[src/hw/rtl/prbm_pkg.sv]
package prbm_pkg;

   localparam int SAMPLE_W    = 16;
   localparam int MAG_W       = 16;
   localparam int SQ_W        = 2 * MAG_W;
   localparam int SUM_W       = 55;
   localparam int CNT_W       = 25;
   localparam int MAX_SAMPLES = 16777216;
   localparam int FSIZE_W     = 26;
   localparam int KBPS_NUM    = 3528;
   localparam int KBPS_NUM_W  = 12;
   localparam int PROD_W      = FSIZE_W + KBPS_NUM_W;
   localparam int KBPS_W      = 16;
   localparam int DIVR_W      = 27;
   localparam int REM_W       = DIVR_W;
   localparam int SUB_W       = REM_W + 1;
   localparam int ROOT_W      = 16;
   localparam int RAD_W       = 2 * ROOT_W;
   localparam int STEP_W      = 6;
   localparam int DIV_STEPS   = SUM_W;
   localparam int SQRT_STEPS  = ROOT_W;

   localparam int ADDR_W      = 3;
   localparam int DATA_W      = 32;
   localparam logic [ADDR_W-3:0] REG_FILE_SIZE = '0;

   localparam logic [KBPS_W-1:0] KBPS_MAX = '1;

   typedef enum logic [2:0] {
      ST_IDLE,
      ST_LOAD_RATE,
      ST_RATE_DIV,
      ST_LOAD_MEAN,
      ST_MEAN_DIV,
      ST_LOAD_SQRT,
      ST_SQRT,
      ST_FINISH
   } state_type;

   typedef struct packed {
      logic busy;
      logic load_rate;
      logic rate_step;
      logic load_mean;
      logic mean_step;
      logic load_sqrt;
      logic sqrt_step;
      logic finish;
   } ctrl_type;

endpackage

[src/hw/rtl/peak_rms_bitrate_meter.sv]
// Channel  Direction  Handshake                 Payload
// req      in         req_valid / req_stall     req_sample, req_last
// rsp      out        rsp_valid / rsp_stall     rsp_peak_level, rsp_rms_level, rsp_bitrate_kbps
// csr      in         APB write/read, 1 reg     file_size_bytes at byte address 0
//
// Samples without last are taken one per cycle: one register stage for the
// magnitude, then the square and accumulate.
// After the last item the block stalls while one shared 28-bit
// subtractor runs a 55-step bitrate divide, a 55-step mean divide, then a
// 16-step square root. The result sits in an output register; a waiting result
// stalls only the next stream end. Reset is synchronous and clears all stream
// state and the file size register.
module peak_rms_bitrate_meter (
   input  logic                                   clock,
   input  logic                                   reset,
   input  logic                                   req_valid,
   output logic                                   req_stall,
   input  logic signed [prbm_pkg::SAMPLE_W-1:0]   req_sample,
   input  logic                                   req_last,
   output logic                                   rsp_valid,
   input  logic                                   rsp_stall,
   output logic        [prbm_pkg::MAG_W-1:0]      rsp_peak_level,
   output logic        [prbm_pkg::ROOT_W-1:0]     rsp_rms_level,
   output logic        [prbm_pkg::KBPS_W-1:0]     rsp_bitrate_kbps,
   input  logic                                   csr_psel,
   input  logic                                   csr_penable,
   input  logic                                   csr_pwrite,
   input  logic        [prbm_pkg::ADDR_W-1:0]     csr_paddr,
   input  logic        [prbm_pkg::DATA_W-1:0]     csr_pwdata,
   output logic        [prbm_pkg::DATA_W-1:0]     csr_prdata,
   output logic                                   csr_pready
);
   import prbm_pkg::*;

   state_type            state_ff, state_in;
   ctrl_type             ctrl;

   logic [FSIZE_W-1:0]   fsize_ff;
   logic                 reg_hit;

   logic                 req_accept;
   logic [SAMPLE_W-1:0]  raw;
   logic [MAG_W-1:0]     sample_mag;
   logic                 s1_valid_ff, s1_last_ff;
   logic [MAG_W-1:0]     mag_ff;
   logic [SQ_W-1:0]      square;

   logic [MAG_W-1:0]     peak_ff;
   logic [SUM_W-1:0]     sum_ff;
   logic [CNT_W-1:0]     count_ff;

   logic [PROD_W-1:0]    fs_prod;
   logic [DIVR_W-1:0]    div5;
   logic [SUM_W-1:0]     dq_ff;
   logic [DIVR_W-1:0]    div_ff;
   logic [REM_W-1:0]     rem_ff;
   logic [RAD_W-1:0]     sv_ff;
   logic [ROOT_W-1:0]    root_ff;
   logic [STEP_W-1:0]    step_ff;
   logic [KBPS_W-1:0]    rate_ff;

   logic [SUB_W-1:0]     sub_a, sub_b;
   logic [SUB_W:0]       sub_diff;
   logic                 sub_ok;
   logic [REM_W-1:0]     keep_val;

   logic                 rsp_valid_ff;
   logic [MAG_W-1:0]     rsp_peak_ff;
   logic [ROOT_W-1:0]    rsp_rms_ff;
   logic [KBPS_W-1:0]    rsp_rate_ff;

   // configuration port
   assign reg_hit    = (csr_paddr[ADDR_W-1:2] == REG_FILE_SIZE);
   assign csr_pready = 1'b1;
   assign csr_prdata = reg_hit ? DATA_W'(fsize_ff) : '0;

   always_ff @(posedge clock) begin
      if (reset) begin
         fsize_ff <= '0;
      end else if (csr_psel && csr_penable && csr_pwrite && reg_hit) begin
         fsize_ff <= csr_pwdata[FSIZE_W-1:0];
      end
   end

   // input stage: magnitude
   assign req_stall  = ctrl.busy;
   assign req_accept = req_valid && !req_stall;
   assign raw        = req_sample;
   assign sample_mag = raw[SAMPLE_W-1] ? (~raw + MAG_W'(1)) : raw;

   always_ff @(posedge clock) begin
      if (reset) begin
         s1_valid_ff <= 1'b0;
      end else begin
         s1_valid_ff <= req_accept;
      end
   end

   always_ff @(posedge clock) begin
      if (req_accept) begin
         mag_ff     <= sample_mag;
         s1_last_ff <= req_last;
      end
   end

   // accumulate
   assign square = SQ_W'(mag_ff) * SQ_W'(mag_ff);

   always_ff @(posedge clock) begin
      if (reset || ctrl.finish) begin
         peak_ff  <= '0;
         sum_ff   <= '0;
         count_ff <= '0;
      end else if (s1_valid_ff) begin
         if (mag_ff > peak_ff) begin
            peak_ff <= mag_ff;
         end
         // count saturates at a full stream; peak still tracks
         if (count_ff < CNT_W'(MAX_SAMPLES)) begin
            sum_ff   <= sum_ff + SUM_W'(square);
            count_ff <= count_ff + CNT_W'(1);
         end
      end
   end

   // sequencer
   always_comb begin
      state_in = state_ff;
      unique case (state_ff)
         ST_IDLE:      if (s1_valid_ff && s1_last_ff) state_in = ST_LOAD_RATE;
         ST_LOAD_RATE: state_in = ST_RATE_DIV;
         ST_RATE_DIV:  if (step_ff == '0) state_in = ST_LOAD_MEAN;
         ST_LOAD_MEAN: state_in = ST_MEAN_DIV;
         ST_MEAN_DIV:  if (step_ff == '0) state_in = ST_LOAD_SQRT;
         ST_LOAD_SQRT: state_in = ST_SQRT;
         ST_SQRT:      if (step_ff == '0) state_in = ST_FINISH;
         ST_FINISH:    if (!rsp_valid_ff || !rsp_stall) state_in = ST_IDLE;
         default:      state_in = ST_IDLE;
      endcase
   end

   always_comb begin
      ctrl = '0;
      unique case (state_ff)
         ST_IDLE:      ctrl.busy = s1_valid_ff && s1_last_ff;
         ST_LOAD_RATE: begin
            ctrl.busy      = 1'b1;
            ctrl.load_rate = 1'b1;
         end
         ST_RATE_DIV:  begin
            ctrl.busy      = 1'b1;
            ctrl.rate_step = 1'b1;
         end
         ST_LOAD_MEAN: begin
            ctrl.busy      = 1'b1;
            ctrl.load_mean = 1'b1;
         end
         ST_MEAN_DIV:  begin
            ctrl.busy      = 1'b1;
            ctrl.mean_step = 1'b1;
         end
         ST_LOAD_SQRT: begin
            ctrl.busy      = 1'b1;
            ctrl.load_sqrt = 1'b1;
         end
         ST_SQRT:      begin
            ctrl.busy      = 1'b1;
            ctrl.sqrt_step = 1'b1;
         end
         ST_FINISH:    begin
            ctrl.busy   = 1'b1;
            ctrl.finish = !rsp_valid_ff || !rsp_stall;
         end
         default:      ctrl = '0;
      endcase
   end

   always_ff @(posedge clock) begin
      if (reset) begin
         state_ff <= ST_IDLE;
         step_ff  <= '0;
      end else begin
         state_ff <= state_in;
         if (ctrl.load_rate || ctrl.load_mean) begin
            step_ff <= STEP_W'(DIV_STEPS - 1);
         end else if (ctrl.load_sqrt) begin
            step_ff <= STEP_W'(SQRT_STEPS - 1);
         end else if (ctrl.rate_step || ctrl.mean_step || ctrl.sqrt_step) begin
            step_ff <= step_ff - STEP_W'(1);
         end
      end
   end

   // shared subtractor: restoring divide step or root digit step
   always_comb begin
      if (ctrl.sqrt_step) begin
         sub_a = {rem_ff[REM_W-2:0], sv_ff[RAD_W-1 -: 2]};
         sub_b = SUB_W'({root_ff, 2'b01});
      end else begin
         sub_a = {rem_ff, dq_ff[SUM_W-1]};
         sub_b = SUB_W'(div_ff);
      end
   end

   assign sub_diff = {1'b0, sub_a} - {1'b0, sub_b};
   assign sub_ok   = !sub_diff[SUB_W];
   assign keep_val = sub_ok ? sub_diff[REM_W-1:0] : sub_a[REM_W-1:0];

   assign fs_prod = PROD_W'(fsize_ff) * PROD_W'(KBPS_NUM);
   assign div5    = DIVR_W'({count_ff, 2'b00}) + DIVR_W'(count_ff);

   always_ff @(posedge clock) begin
      if (ctrl.load_rate) begin
         dq_ff  <= SUM_W'(fs_prod);
         div_ff <= div5;
         rem_ff <= '0;
      end else if (ctrl.load_mean) begin
         rate_ff <= (|dq_ff[SUM_W-1:KBPS_W]) ? KBPS_MAX : dq_ff[KBPS_W-1:0];
         dq_ff   <= sum_ff;
         div_ff  <= DIVR_W'(count_ff);
         rem_ff  <= '0;
      end else if (ctrl.load_sqrt) begin
         sv_ff   <= dq_ff[RAD_W-1:0];
         rem_ff  <= '0;
         root_ff <= '0;
      end else if (ctrl.rate_step || ctrl.mean_step) begin
         rem_ff <= keep_val;
         dq_ff  <= {dq_ff[SUM_W-2:0], sub_ok};
      end else if (ctrl.sqrt_step) begin
         rem_ff  <= keep_val;
         root_ff <= {root_ff[ROOT_W-2:0], sub_ok};
         sv_ff   <= {sv_ff[RAD_W-3:0], 2'b00};
      end
   end

   // output register
   always_ff @(posedge clock) begin
      if (reset) begin
         rsp_valid_ff <= 1'b0;
      end else if (ctrl.finish) begin
         rsp_valid_ff <= 1'b1;
      end else if (rsp_valid_ff && !rsp_stall) begin
         rsp_valid_ff <= 1'b0;
      end
   end

   always_ff @(posedge clock) begin
      if (ctrl.finish) begin
         rsp_peak_ff <= peak_ff;
         rsp_rms_ff  <= root_ff;
         rsp_rate_ff <= rate_ff;
      end
   end

   assign rsp_valid        = rsp_valid_ff;
   assign rsp_peak_level   = rsp_peak_ff;
   assign rsp_rms_level    = rsp_rms_ff;
   assign rsp_bitrate_kbps = rsp_rate_ff;

   // checks
   a_last_stalls: assert property (@(posedge clock) disable iff (reset)
      (req_accept && req_last) |=> req_stall)
      else $error("no stall after last item");

   a_rsp_from_finish: assert property (@(posedge clock) disable iff (reset)
      $rose(rsp_valid_ff) |-> $past(state_ff == ST_FINISH))
      else $error("result raised outside finish");

   a_count_nonzero: assert property (@(posedge clock) disable iff (reset)
      (state_ff == ST_LOAD_MEAN) |-> (count_ff != '0))
      else $error("zero count at mean divide");

   a_count_limit: assert property (@(posedge clock) disable iff (reset)
      count_ff <= CNT_W'(MAX_SAMPLES))
      else $error("sample count past limit");

   a_mean_fits: assert property (@(posedge clock) disable iff (reset)
      (state_ff == ST_LOAD_SQRT) |-> (dq_ff[SUM_W-1:RAD_W-1] == '0))
      else $error("mean too wide for root");

endmodule

[config.mk]
export PLATFORM = sky130hd
export DESIGN_NAME = peak_rms_bitrate_meter
export DESIGN_NICKNAME = d
export VERILOG_FILES = /design/src/hw/rtl/prbm_pkg.sv /design/src/hw/rtl/peak_rms_bitrate_meter.sv
export SDC_FILE = /design/constraint.sdc
export NUM_CORES = 2
export LEC_CHECK = 0
export ABC_AREA = 1
export BUFFER_PORTS_ARGS = -buffer_cell sky130_fd_sc_hd__buf_2
export CAP_MARGIN = 20
export CORE_UTILIZATION = 50
export DETAILED_ROUTE_END_ITERATION = 8
export GPL_TIMING_DRIVEN = 0
export PLACE_DENSITY = 0.71
export SYNTH_ARGS = -nofsm -noshare
export SYNTH_HDL_FRONTEND = slang
export SYNTH_SLANG_ARGS = --single-unit
[constraint.sdc]
create_clock -name clock -period 7.6 [get_ports clock]
set_clock_uncertainty 0.15 [all_clocks]
set_input_delay 1.52 -clock clock [delete_from_list [all_inputs] [get_ports clock]]
set_output_delay 1.52 -clock clock [all_outputs]
set_load 0.02 [all_outputs]
==> flow_summary.yaml <==
run_status:
  status: "finished, final reports clean"
clock_tree:
  post_cts_buffers: 0
  cts_inserted_buffers: 44
  cts_resized: 0
  cts_hold_buf: 0
  htree_levels: 2
  cts_sinks: 371
  clk_latency_ps: 590
  clockRootBuffer: "clkbuf_16"
  path_clk_slew_ps: 60
  cts_tree: "yes"
  clk_path_buf_depth: 3
global_routing:
  grt_pass1_vias: 27800
  gr-usage-all-layers: 0.275
  overflow: 0
  grt_max_degree: 38
  grt_first_pass_wirelength_um: 147000
  antenna_found_initial: 2
timing:
  slew_violations: 0
  worst_pin_slew_ps: 1020
  period_share: 0.950
  setup_violations: 0
  min_period_ps: 7220
  grt_setup_unrepaired: "no"
  clock.fmax_ghz: 0.138
  relSlewSlack: 0.312
  final_hold_viol_count: 0
  tns_ps: 0
  hold_slack_ps: 267
cells_and_area:
  area_growth_pct: 9.79
  fin_nets: 5257
  antennaDiodeCount: 0
  drive_above_1_share: 0.0557
  final_common_cell: "nand2_1"
  stdcell_area_sq_mm: 0.0371
  fin_util: 0.560
  mostFrequentLayoutCells: "nand2_1, inv_1, nor2_1"
critical_path:
  crit_top_cell: "nand2_1"
  critPathArrivalTime_ps: 7550
  crit_slowest_cell: "fa_1"
  crit_chain: "clkbuf_1 -> buf_1 -> nand2_1 -> fa_1 -> inv_1 -> fa_1 -> fa_1 -> fa_1 -> fa_1 -> inv_1 -> fa_1 -> inv_1 -> ha_1 -> nand2_1 -> nor2_1 -> nand2_1 -> nor2_1 -> nand2_1 -> nand3_1 -> nand2_1 -> nand2_1 -> nand3_1 -> nand2_1 -> nor2_1"
  path_class: "flip-flop to flip-flop"
  required_ps: 7920
  cpPeakStageDelay_ps: 590
  cp_max_fo: 10
  crit_path_start_kind: "flip-flop"
  critPathCaptureType: "flip-flop"
yosys:
  seq_area_frac_synth: 0.276
  netlist-cell-type-count: 49
  synth_flop_cell: "edfxtp_1"
  synth_edf_count: 191
  syn_inst: 4457
  ys_ff_latch: 371
  ys_async_sr_fraction: 0
  syn_area_sq_mm: 0.0338
  yosysWarnings: 0
  synth.avg_cell_area_sq_um: 7.59
placed_design:
  io_buffer_count: 123
  place_area_sq_mm: 0.0356
  hpwl_um: 75800
  gp_congestion: 0.959
floorplan:
  placeableCoreArea_sq_mm: 0.0663
  die_width_um: 262
  fp.dieH_um: 262
  ios: 142
  rows: 94
  start_util: 0.510
  design.die.area_sq_mm: 0.0687
routing:
  vias_per_cell: 5.26
  via_count: 29100
  drc: 0
  wl_per_cell_um: 16.8
  drtAntennaViolNets: 0
  drt_wl_total_um: 92800
  first_pass_iters: 6
  first_iter_violations: 2273
hold_path:
  worstHoldPathType: "flip-flop to flip-flop"
job:
  drv_cap: 0
[routing by layer]
metal | up-vias | track usage | wire (um)
met5 | - | 0 | 0
met1 | 13800 | 0.367 | 39700
li1 | 14300 | - | -
met3 | 130 | 0.0362 | 6540
met2 | 898 | 0.466 | 44200
met4 | 0 | 0.0763 | 2350
[final cells by class]
class | instances | area (sq um)
fill | 6286 | 29200
timing repair buffer | 127 | 691
multi-input combinational | 3014 | 20400
buffer | 133 | 578
inverter | 944 | 3540
sequential | 371 | 9340
clock buffer | 55 | 1240
tap | 864 | 1080
clock inverter | 26 | 263
[registers in the layout, summed over array words and instances, names as in the netlist, 3 cells and up]
name / count
fsize_ff: 26
rsp_bitrate_kbps: 16
step_ff: 6
rate_ff: 16
sum_ff: 55
sv_ff: 32
div_ff: 27
mag_ff: 16
peak_ff: 16
rem_ff: 27
rsp_rms_level: 16
dq_ff: 55
root_ff: 16
state_ff: 3
count_ff: 25
rsp_peak_level: 16
[through the flow]
| step | setup slack (ps) | std cells |
|---|---|---|
| 2_1_floorplan | 1800 | 4462 |
| 3_3_place_gp | 533 | 5449 |
| 3_5_place_dp | 460 | 5453 |
| 4_1_cts | 427 | 5534 |
| 5_1_grt | 9.51 | 5534 |
| 6_report | 377 | 5534 |
[kinds of logic (layout without fill, tap and decap cells)]
group                      Yosys count  in the layout  share of synthesized area
AOI/OAI and AO/OA                  532            532                     0.0845
xor gates and xnor gates            77             77                     0.0199
adders and majority gates          563            563                      0.272
buffers and inverters             1077           1285                      0.122
DFF                                371            371                      0.276
muxes                               17             17                    0.00503
other                                2              7                   0.000222
and+or+nand+nor                   1818           1818                      0.220
[final timing paths]
check / start / slack [ps] / cells after the start / to
worst min register to register: rate_ff[15]$_SDFFCE_PP1P_ / 270 / 0 / rsp_bitrate_kbps[15]$_DFFE_PP_
worst min-delay path: rate_ff[15]$_SDFFCE_PP1P_ / 270 / 0 / rsp_bitrate_kbps[15]$_DFFE_PP_
worst max register to register: mag_ff[13]$_DFFE_PP_ / 380 / 24 / sum_ff[39]$_SDFFE_PP0P_
worst max-delay path: mag_ff[13]$_DFFE_PP_ / 380 / 24 / sum_ff[39]$_SDFFE_PP0P_
[worst max-delay path, delay by kind of cell, from the launching register on]
kind | cells | cell delay, ps
fa+ha+maj | 7 | 3600
simple gates | 12 | 1780
buf+inv | 5 | 1200
flops | 1 | 370
[synthesized netlist by cell type, drive strengths merged (13+ instances only)]
cell type  number  share of area
o21bai         17         0.0038
nand3         210          0.032
mux2i          17         0.0050
nor2          342          0.039
clkbuf         97          0.011
nor4           13         0.0026
dfxtp         180           0.11
edfxtp        191           0.17
nand3b         14         0.0031
a31oi          21         0.0039
buf            36         0.0063
nand2        1132           0.13
xnor2          33         0.0085
o21ai         215          0.032
fa            286           0.17
nor3           48         0.0074
a21oi         231          0.034
nand4          43         0.0080
xor2           44          0.011
inv           943           0.10
ha            277           0.10
Power is left out: the tool's default activity adds up to more than one toggle a clock period on the data nets, which glitch-free logic cannot reach.
